**config.mk**
```make
export PLATFORM = sky130hd
export DESIGN_NAME = biquad_cascade_iir_filter_unit
export DESIGN_NICKNAME = d
export VERILOG_FILES = /design/src/hdl/bqc_pkg.sv /design/src/hdl/biquad_cascade_iir_filter_unit.sv
export SDC_FILE = /design/constraint.sdc
export NUM_CORES = 2
export LEC_CHECK = 0
export ABC_AREA = 1
export BUFFER_PORTS_ARGS = -buffer_cell sky130_fd_sc_hd__buf_2
export CAP_MARGIN = 20
export CORE_MARGIN = 4
export CORE_UTILIZATION = 60
export DETAILED_ROUTE_END_ITERATION = 10
export PLACE_DENSITY_LB_ADDON = 0.2
export RECOVER_POWER = 50
export SLEW_MARGIN = 30
export SYNTH_ARGS = -nofsm -noshare
export SYNTH_HDL_FRONTEND = slang
export SYNTH_SLANG_ARGS = --single-unit
```
**constraint.sdc**
```tcl
create_clock -name clk -period 15.2 [get_ports clk]
set_input_delay 1.52 -clock clk [delete_from_list [all_inputs] [get_ports clk]]
set_output_delay 1.52 -clock clk [all_outputs]
set_load 0.05 [all_outputs]
```
**src/hdl/bqc_pkg.sv**
```systemverilog
package bqc_pkg;

  localparam int MAX_SECTIONS_DEF = 4;

  localparam int SAMPLE_W = 16;
  localparam int COEF_W   = 16;
  localparam int DATA_W   = 24;
  localparam int PROD_W   = COEF_W + DATA_W;
  localparam int FRAC_SH  = 14;
  localparam int SUM_W    = DATA_W + 3;
  localparam int CFG_IDX_W  = 3;
  localparam int CFG_DATA_W = 64;
  localparam int CNT_REG_W  = 3;
  localparam int COEF_REGS  = 4;

  localparam logic [COEF_W-1:0]    GAIN_RESET = 16'sd16384;
  localparam logic [CNT_REG_W-1:0] COUNT_RESET = 3'd1;

  // register indexes on the configuration port
  localparam logic [CFG_IDX_W-1:0] REG_GAIN  = 3'd0;
  localparam logic [CFG_IDX_W-1:0] REG_COUNT = 3'd1;
  localparam logic [CFG_IDX_W-1:0] REG_SEC0  = 3'd2;
  localparam logic [CFG_IDX_W-1:0] REG_SEC3  = 3'd5;

  // kinds of product on the shared multiplier
  localparam logic [2:0] K_GAIN = 3'd0;
  localparam logic [2:0] K_A1   = 3'd1;
  localparam logic [2:0] K_A2   = 3'd2;
  localparam logic [2:0] K_B1   = 3'd3;
  localparam logic [2:0] K_B2   = 3'd4;

  typedef logic signed [DATA_W-1:0] data_t;

  function automatic data_t sat24(input logic signed [SUM_W-1:0] v);
    data_t r;
    if (v > SUM_W'(signed'(24'sh7fffff))) begin
      r = 24'sh7fffff;
    end else if (v < SUM_W'(signed'(24'sh800000))) begin
      r = 24'sh800000;
    end else begin
      r = v[DATA_W-1:0];
    end
    return r;
  endfunction

  function automatic logic clip24(input logic signed [SUM_W-1:0] v);
    return (v > SUM_W'(signed'(24'sh7fffff))) || (v < SUM_W'(signed'(24'sh800000)));
  endfunction

endpackage

```
**src/hdl/biquad_cascade_iir_filter_unit.sv**
```systemverilog
// Cascaded biquad IIR filter, direct form II, fixed point.
// Input: in_tvalid/in_tready/in_tdata carry one Q1.15 sample per request.
// Output: out_tvalid/out_tready/out_tdata carry the filtered sample, with
// out_tuser high when any saturation occurred on the way.
// Config: cfg_valid/cfg_ready/cfg_index/cfg_data write gain (0), section
// count (1) and the packed coefficients of sections 0..3 (2..5); cfg_ready
// is always high. Write only while the filter is idle.
// Timing: one 16x24 multiplier is shared by the gain product and the four
// products of each section, one product a cycle, with the add/saturate in the
// cycle after. After the last product the sequencer passes the drain and
// output steps, and out_tvalid rises from the output register. in_tready is
// high only while idle, so no new sample is taken until the sequencer is idle.
// A result that the receiver stalls is held in the output register, and the
// next sample is accepted meanwhile; its own result waits for the register.
// Reset (rst_n low, synchronous) clears the delay words, the coefficients,
// sets gain to 1.0 and the section count to one.
module biquad_cascade_iir_filter_unit
  import bqc_pkg::*;
#(
  parameter int MAX_SECTIONS = MAX_SECTIONS_DEF
) (
  input  logic                  clk,
  input  logic                  rst_n,
  input  logic                  in_tvalid,
  output logic                  in_tready,
  input  logic [SAMPLE_W-1:0]   in_tdata,   // [15:0] sample_in
  output logic                  out_tvalid,
  input  logic                  out_tready,
  output logic [SAMPLE_W-1:0]   out_tdata,  // [15:0] sample_out
  output logic                  out_tuser,  // [0] clipped
  input  logic                  cfg_valid,
  output logic                  cfg_ready,
  input  logic [CFG_IDX_W-1:0]  cfg_index,
  input  logic [CFG_DATA_W-1:0] cfg_data
);

  localparam int IDX_W    = (MAX_SECTIONS > 1) ? $clog2(MAX_SECTIONS) : 1;
  localparam int SEC_W    = $clog2(MAX_SECTIONS + 1);
  localparam int NUM_COEF = (MAX_SECTIONS < COEF_REGS) ? MAX_SECTIONS : COEF_REGS;
  localparam int CIDX_W   = (NUM_COEF > 1) ? $clog2(NUM_COEF) : 1;
  localparam logic [SEC_W-1:0] MAX_CNT = SEC_W'(MAX_SECTIONS);

  localparam logic [1:0] ST_IDLE   = 2'd0;
  localparam logic [1:0] ST_ISSUE  = 2'd1;
  localparam logic [1:0] ST_DRAIN  = 2'd2;
  localparam logic [1:0] ST_OUTPUT = 2'd3;

  logic [1:0]                state_r;
  logic signed [COEF_W-1:0]  gain_r;
  logic [CNT_REG_W-1:0]      count_cfg_r;
  logic [CFG_DATA_W-1:0]     coef_r [NUM_COEF];
  data_t                     dly1_r [MAX_SECTIONS];
  data_t                     dly2_r [MAX_SECTIONS];

  logic signed [SAMPLE_W-1:0] x_r;
  logic [SEC_W-1:0]          cnt_r;
  logic [2:0]                iss_kind_r;
  logic [IDX_W-1:0]          iss_sec_r;
  logic                      iss_last;

  logic signed [PROD_W-1:0]  prod_r;
  logic                      p_valid_r;
  logic [2:0]                p_kind_r;
  logic [IDX_W-1:0]          p_sec_r;

  data_t                     acc_r;
  data_t                     w_r;
  logic                      clip_r;

  logic                      out_tvalid_r;
  logic [SAMPLE_W-1:0]       out_tdata_r;
  logic                      out_tuser_r;

  logic [SEC_W-1:0]          cnt_nxt;
  logic [CFG_DATA_W-1:0]     cw;
  logic signed [COEF_W-1:0]  mul_coef;
  data_t                     mul_data;
  logic signed [PROD_W-1:0]  prod_nxt;
  logic signed [SUM_W-1:0]   prod_sh;
  logic signed [SUM_W-1:0]   acc_ext;
  logic signed [SUM_W-1:0]   sum;
  data_t                     acc_nxt;
  logic                      sat_hit;
  logic [SAMPLE_W-1:0]       final_val;
  logic                      final_clip;
  logic [CFG_IDX_W-1:0]      cfg_sec;
  logic                      out_free;

  assign in_tready  = (state_r == ST_IDLE);
  assign cfg_ready  = 1'b1;
  assign out_tvalid = out_tvalid_r;
  assign out_tdata  = out_tdata_r;
  assign out_tuser  = out_tuser_r;
  assign out_free   = !out_tvalid_r || out_tready;

  // clamp the section count at the number of sections built
  assign cnt_nxt = (32'(count_cfg_r) > 32'(MAX_SECTIONS)) ? MAX_CNT : SEC_W'(count_cfg_r);

  // operand select for the shared multiplier
  always_comb begin
    cw = '0;
    if (32'(iss_sec_r) < NUM_COEF) begin
      cw = coef_r[iss_sec_r[CIDX_W-1:0]];
    end
    case (iss_kind_r)
      K_GAIN: begin
        mul_coef = gain_r;
        mul_data = DATA_W'(x_r);
      end
      K_A1: begin
        mul_coef = cw[15:0];
        mul_data = dly1_r[iss_sec_r];
      end
      K_A2: begin
        mul_coef = cw[31:16];
        mul_data = dly2_r[iss_sec_r];
      end
      K_B1: begin
        mul_coef = cw[47:32];
        mul_data = dly1_r[iss_sec_r];
      end
      K_B2: begin
        mul_coef = cw[63:48];
        mul_data = dly2_r[iss_sec_r];
      end
      default: begin
        mul_coef = '0;
        mul_data = '0;
      end
    endcase
  end

  assign prod_nxt = mul_coef * mul_data;
  assign iss_last = (iss_kind_r == K_GAIN && cnt_r == '0) ||
                    (iss_kind_r == K_B2 && (SEC_W'(iss_sec_r) + SEC_W'(1)) == cnt_r);

  // add/subtract stage, in the cycle after the multiplier
  always_comb begin
    logic signed [PROD_W-1:0] shd;
    shd     = prod_r >>> FRAC_SH;
    prod_sh = shd[SUM_W-1:0];
    acc_ext = SUM_W'(acc_r);
    case (p_kind_r)
      K_GAIN:     sum = prod_sh;
      K_A1, K_A2: sum = acc_ext - prod_sh;
      K_B1, K_B2: sum = acc_ext + prod_sh;
      default:    sum = acc_ext;
    endcase
    acc_nxt = sat24(sum);
    sat_hit = clip24(sum);
  end

  always_comb begin
    if (acc_r > DATA_W'(signed'(16'sh7fff))) begin
      final_val  = 16'h7fff;
      final_clip = 1'b1;
    end else if (acc_r < DATA_W'(signed'(16'sh8000))) begin
      final_val  = 16'h8000;
      final_clip = 1'b1;
    end else begin
      final_val  = acc_r[SAMPLE_W-1:0];
      final_clip = 1'b0;
    end
  end

  assign cfg_sec = cfg_index - REG_SEC0;

  // configuration registers
  always_ff @(posedge clk) begin
    if (!rst_n) begin
      gain_r      <= GAIN_RESET;
      count_cfg_r <= COUNT_RESET;
      for (int i = 0; i < NUM_COEF; i++) begin
        coef_r[i] <= '0;
      end
    end else if (cfg_valid && cfg_ready) begin
      case (cfg_index)
        REG_GAIN:  gain_r <= cfg_data[COEF_W-1:0];
        REG_COUNT: count_cfg_r <= cfg_data[CNT_REG_W-1:0];
        default: begin
          if (cfg_index >= REG_SEC0 && cfg_index <= REG_SEC3 && 32'(cfg_sec) < NUM_COEF) begin
            coef_r[cfg_sec[CIDX_W-1:0]] <= cfg_data;
          end
        end
      endcase
    end
  end

  // sequencer and datapath control
  always_ff @(posedge clk) begin
    if (!rst_n) begin
      state_r      <= ST_IDLE;
      p_valid_r    <= 1'b0;
      out_tvalid_r <= 1'b0;
      iss_kind_r   <= K_GAIN;
      iss_sec_r    <= '0;
      cnt_r        <= '0;
      clip_r       <= 1'b0;
      for (int i = 0; i < MAX_SECTIONS; i++) begin
        dly1_r[i] <= '0;
        dly2_r[i] <= '0;
      end
    end else begin
      if (state_r == ST_OUTPUT && out_free) begin
        out_tvalid_r <= 1'b1;
      end else if (out_tvalid_r && out_tready) begin
        out_tvalid_r <= 1'b0;
      end

      p_valid_r <= (state_r == ST_ISSUE);
      case (state_r)
        ST_IDLE: begin
          if (in_tvalid) begin
            x_r        <= in_tdata;
            cnt_r      <= cnt_nxt;
            iss_kind_r <= K_GAIN;
            iss_sec_r  <= '0;
            clip_r     <= 1'b0;
            state_r    <= ST_ISSUE;
          end
        end
        ST_ISSUE: begin
          prod_r    <= prod_nxt;
          p_kind_r  <= iss_kind_r;
          p_sec_r   <= iss_sec_r;
          if (iss_last) begin
            state_r <= ST_DRAIN;
          end else if (iss_kind_r == K_B2) begin
            iss_kind_r <= K_A1;
            iss_sec_r  <= iss_sec_r + IDX_W'(1);
          end else begin
            iss_kind_r <= iss_kind_r + 3'd1;
          end
        end
        ST_DRAIN: begin
          state_r <= ST_OUTPUT;
        end
        ST_OUTPUT: begin
          if (out_free) begin
            out_tdata_r  <= final_val;
            out_tuser_r  <= clip_r || final_clip;
            state_r      <= ST_IDLE;
          end
        end
        default: state_r <= ST_IDLE;
      endcase

      if (p_valid_r) begin
        acc_r  <= acc_nxt;
        clip_r <= clip_r || sat_hit;
        if (p_kind_r == K_A2) begin
          w_r <= acc_nxt;
        end
        // shift the section's delay line once its last product is in
        if (p_kind_r == K_B2) begin
          dly1_r[p_sec_r] <= w_r;
          dly2_r[p_sec_r] <= dly1_r[p_sec_r];
        end
      end
    end
  end

`ifndef SYNTH
  a_pipe_busy: assert property (@(posedge clk) disable iff (!rst_n)
    p_valid_r |-> (state_r == ST_ISSUE || state_r == ST_DRAIN))
    else $error("product stage active outside a sample");

  a_drain_next: assert property (@(posedge clk) disable iff (!rst_n)
    state_r == ST_DRAIN |=> state_r == ST_OUTPUT && !p_valid_r)
    else $error("last product not followed by output");

  a_out_origin: assert property (@(posedge clk) disable iff (!rst_n)
    $rose(out_tvalid_r) |-> $past(state_r) == ST_OUTPUT)
    else $error("result raised outside output step");

  a_sec_range: assert property (@(posedge clk) disable iff (!rst_n)
    (state_r == ST_ISSUE && iss_kind_r != K_GAIN) |-> SEC_W'(iss_sec_r) < cnt_r)
    else $error("section index beyond count in use");

  a_gain_first: assert property (@(posedge clk) disable iff (!rst_n)
    (state_r == ST_IDLE && in_tvalid) |=> (state_r == ST_ISSUE && iss_kind_r == K_GAIN))
    else $error("sample does not start with the gain product");
`endif

endmodule
```
# ---- Word level (Yosys, flattened, before mapping)
# Memory sizes are Yosys's and may differ from the RTL's. A register that Yosys moved wholly into a read port is not among the register bits.
# Cells that the tools add are included.
dict set report totals {
  ramBits 448
  output_inout_bits 20
  wordCells 146
  n_memories 3
  reg_bits 158
  input_bits 88
}
dict set report classes {
  n_lt_le_gt_ge 8
  add_sub_neg 6
  n_reduce_logical 41
  eq_ne 18
  muxes 52
  n_mul 1
}
# memory depth word_bits read_ports rd_clocked_by_memory_dff wr line
set memory_table {}
lappend memory_table {coef_r 4 64 1 1 4 biquad_cascade_iir_filter_unit.sv:51} ;# logic [CFG_DATA_W-1:0] coef_r [NUM_COEF];
lappend memory_table {dly1_r 4 24 2 2 4 biquad_cascade_iir_filter_unit.sv:52} ;# data_t dly1_r [MAX_SECTIONS];
lappend memory_table {dly2_r 4 24 1 1 4 biquad_cascade_iir_filter_unit.sv:53} ;# data_t dly2_r [MAX_SECTIONS];
# operator n
set op_table {}
lappend op_table {{$mux W24} 4}
lappend op_table {{$pmux W27 S3} 1}
lappend op_table {{$pmux W16 S5} 1}
lappend op_table {{$pmux W24 S3} 1}
lappend op_table {{$mux W64} 1}
lappend op_table {{$reduce_or A64 Y1} 1}
lappend op_table {{$reduce_or A24 Y1} 2}
lappend op_table {{$mul A16 B24 Y40} 1}
lappend op_table {{$mux W2} 16}
lappend op_table {{$add A24 B26 Y27} 1}
lappend op_table {{$gt A27 B24 Y1 const B} 1}
lappend op_table {{$lt A27 B24 Y1 const B} 1}
lappend op_table {{$sub A24 B26 Y27} 1}
lappend op_table {{$gt A24 B16 Y1 const B} 1}
lappend op_table {{$lt A24 B16 Y1 const B} 1}
lappend op_table {{$mux W1} 20}
lappend op_table {{$mux W16} 1}
lappend op_table {{$reduce_and A3 Y1} 5}
lappend op_table {{$eq A3 B2 Y1 const B} 4}
lappend op_table {{$logic_not A3 Y1} 4}
lappend op_table {{$mux W3} 4}
lappend op_table {{$reduce_and A2 Y1} 6}
lappend op_table {{$reduce_or A2 Y1} 5}
lappend op_table {{$eq A3 B1 Y1 const B} 3}
lappend op_table {{other kinds (23)} 40}

# ---- Depth between registers and ports, before layout
dict set report logic_depth {
  ltp_word 10
  depth_mapped 35
  ltp_nobuf 32
}

# ---- Least setup slack after synthesis
# No wires, ideal clock.
dict set report synth_timing {
  kind {input to register}
  startpoint {input port cfg_index[1]}
  endpoint {memory coef_r[3][0] (enable)}
  required_time_ns 14.626
  n_path_buf 0
  stages 4
  setup_time_ns 0.574
  setup_slack_ns 8.196
  t_arrival_ns 6.429
  cell_sequence {inv_1 > ha_1 > nand3_1 > o21ai_0}
}
# item line
set synth_lines {}
lappend synth_lines {{start: declaration} biquad_cascade_iir_filter_unit.sv:33} ;# input logic [CFG_IDX_W-1:0] cfg_index,
lappend synth_lines {{end: declaration} biquad_cascade_iir_filter_unit.sv:51}

==> results_dict.tcl <==
set metrics [dict create \
    rows 97 \
    routed_wirelength_um 120000 \
    postCtsSetupBuffers 0 \
    grt_antenna_before_repair 1 \
    dr.pass1.iters 6 \
    post-route-period-util_pct 62.1 \
    skew_ns 0.0159 \
    synth_compound_area_share_pct 8.42 \
    pin_count 108 \
    rsz0062_at_grt "false" \
    max_stage_delay_ns 0.93 \
    synth_edf_count 560 \
    drt-initial-drc-count 3696 \
    clk_pin_slew_ns 0.06 \
    synth_xor_area_share_pct 1.32 \
    cp_top_family "adder cells" \
    yosys.cell_types.count 53 \
    synth_simple_gate_area_share_pct 18.3 \
    max_freq_mhz 106 \
    worstPathArrival_ns 9.82 \
    cts_hold_repair.buffers 0 \
    start_util_pct 60.5 \
    clock_sinks 596 \
    netlist_instances 4725 \
    overflow 0 \
    postRouteAntennaNets 0 \
    synth_flop_cell "edfxtp_1" \
    critPathBufInv 9 \
    yosys-top-cells-area "edfxtp_1 40%, fa_1 18%, nor2_1 8.7%, inv_1 6.6%, nand2_1 6.1%" \
    cts_resized 0 \
    synth_top_area_share_pct 39.6 \
    drc_errors 0 \
    grt_pass1_wl_um 189000 \
    failed_checks "capacitance limit, slew limit" \
    netlist_area_um2 42500 \
    synth.largest_area_cell "edfxtp_1" \
    die-width_um 274 \
    required_ns 15.58 \
    post-route-cell-area_um2 45800 \
    grt_max_degree 83 \
    status "finished with violations" \
    fin_crit_ns 9.44 \
    ctsRootBufferMaster "clkbuf_16" \
    synth_warnings 0 \
    clock_latency_ns 0.62 \
    slew_violations 448 \
    cp_slowest_cell "dfxtp_4" \
    muxShareOfSynthArea_pct 0 \
    portBuffers 106 \
    async_reset_ff_share_pct 0 \
    relSlewSlack_pct -202 \
    clk_path_buf_depth 3 \
    worstSetupPathType "flop to flop" \
    crit_fanout 69 \
    synth-seq-cells 596 \
    vias 33500 \
    synth_fa_ha_area_share_pct 21.6 \
    synth-seq-area-share_pct 41.3 \
    grt_pass1_vias 33700 \
    synth_nets 5323 \
    finalSetupViolCount 0 \
    cts_tree "yes" \
    die_h_um 274 \
    drv_cap 9 \
    tns_ns 0 \
    dieArea_um2 75100 \
    start_kind "flop" \
    mostFrequentLayoutCell "nor2_1" \
    grt_usage_pct 32.5 \
    dpl.hpwl_um 81700 \
    area_growth_pct 7.83 \
    globalplace.congestion 0.971 \
    hold_class "flop to flop" \
    timing_hold_violations_final 0 \
    worst_pin_slew_ns 4.53 \
    htreeDepth 3 \
    cts_buffers 66 \
    final_layout_size_suffix_gt1_share_pct 5.69 \
    core_um2 70100 \
    dpl_cell_area_um2 43700 \
    post_drt_wl_per_cell_um 21.0 \
    synth.avg_cell_area_um2 8.99 \
    final_cell_mix "981 x nor2_1, 750 x inv_1, 687 x nand2_1" \
    vias_per_cell 5.85 \
    synth_top_family_by_area "adder cells" \
    critPathCaptureType "flop" \
    fin_nets 5328 \
]
[registers in the layout, summed over array words and instances, names as in the netlist, 2 cells and up, named ones only]
| name | count |
|---|---|
| dly1_r | 96 |
| state_r | 2 |
| x_r | 16 |
| out_tdata | 16 |
| acc_r | 24 |
| p_kind_r | 3 |
| gain_r | 16 |
| p_sec_r | 2 |
| iss_kind_r | 3 |
| w_r | 24 |
| prod_r | 26 |
| coef_r | 256 |
| iss_sec_r | 2 |
| cnt_r | 3 |
| count_cfg_r | 3 |
| dly2_r | 96 |
[worst min-delay path, delay by kind of cell (launching register included)]
family | cells | cell delay (ns)
DFF | 1 | 0.30
buffers and inverters | 1 | 0.05
AOI/OAI and AO/OA | 1 | 0.05
[logic make-up (layout without fill, tap and decap cells)]
family / count (synthesis) / in the layout
AO/OA/AOI/OAI: 625 / 625
XOR/XNOR: 64 / 64
adder cells (fa/ha/maj): 510 / 510
buffers and inverters: 983 / 1041
flip-flops: 596 / 596
other: 1 / 2
AND/OR/NAND/NOR: 1946 / 1946
[final timing paths]
| kind | to | slack (ns) | cells past startpoint | from |
|---|---|---|---|---|
| min reg2reg | gain_r[15]$_SDFFE_PN0P_ | 0.45 | 2 | gain_r[15]$_SDFFE_PN0P_ |
| max reg2reg | prod_r[33]$_DFFE_PP_ | 5.76 | 30 | flop |
| min | gain_r[15]$_SDFFE_PN0P_ | 0.45 | 2 | gain_r[15]$_SDFFE_PN0P_ |
| max | prod_r[33]$_DFFE_PP_ | 5.76 | 30 | flop |
[cell type report]
class / instances / area (um^2)
Inverter: 771 / 2900
Clock buffer: 90 / 1790
Clock inverter: 31 / 403
Timing Repair Buffer: 149 / 790
Tap cell: 940 / 1180
Antenna cell: 1 / 2.50
Fill cell: 5793 / 24400
Sequential cell: 596 / 17500
Multi-Input combinational cell: 3146 / 21200
[synthesized netlist by cell type, drive strengths merged (2+ instances only)]
| cell type | number |
|---|---|
| ha | 136 |
| o211ai | 26 |
| nor3 | 58 |
| xnor2 | 25 |
| edfxtp | 560 |
| and3 | 6 |
| a31oi | 6 |
| clkinv | 7 |
| and2 | 2 |
| o221ai | 2 |
| nand4 | 10 |
| nor2 | 992 |
| xor2 | 39 |
| o21ai | 300 |
| clkbuf | 113 |
| a21oi | 163 |
| inv | 764 |
| nand3 | 165 |
| or2 | 8 |
| a211oi | 17 |
| fa | 374 |
| nor4 | 7 |
| a32o | 26 |
| a22oi | 3 |
| dfxtp | 36 |
| o22ai | 44 |
| a221o | 3 |
| buf | 99 |
| o21bai | 6 |
| nand2 | 697 |
| a221oi | 6 |
| a21o | 6 |
| a21boi | 5 |
| o21a | 8 |
[per-layer routing]
metal | track usage [%] | vias up | wire (um)
met1 | 44.1 | 16300 | 46600
li1 | - | 15100 | -
met5 | 0 | - | 0
met4 | 13.4 | 0 | 5510
met3 | 5.81 | 319 | 11900
met2 | 52.5 | 1794 | 56000
[through the flow]
stage          utilization [%]  std cells  worst slack, ns  hold slack [ns]
3_3_place_gp              62.2       5602             5.94            0.435
4_1_cts                   65.4       5723             5.90            0.451
6_report                  65.3       5724             5.76            0.449
5_1_grt                   65.3       5723             5.25            0.490
2_1_floorplan                -       4725             8.20            0.425
3_5_place_dp              62.3       5602             5.95            0.442
Power is not shown: default switching activity piles up to over one toggle a cycle in this logic, so the estimate is an artifact.
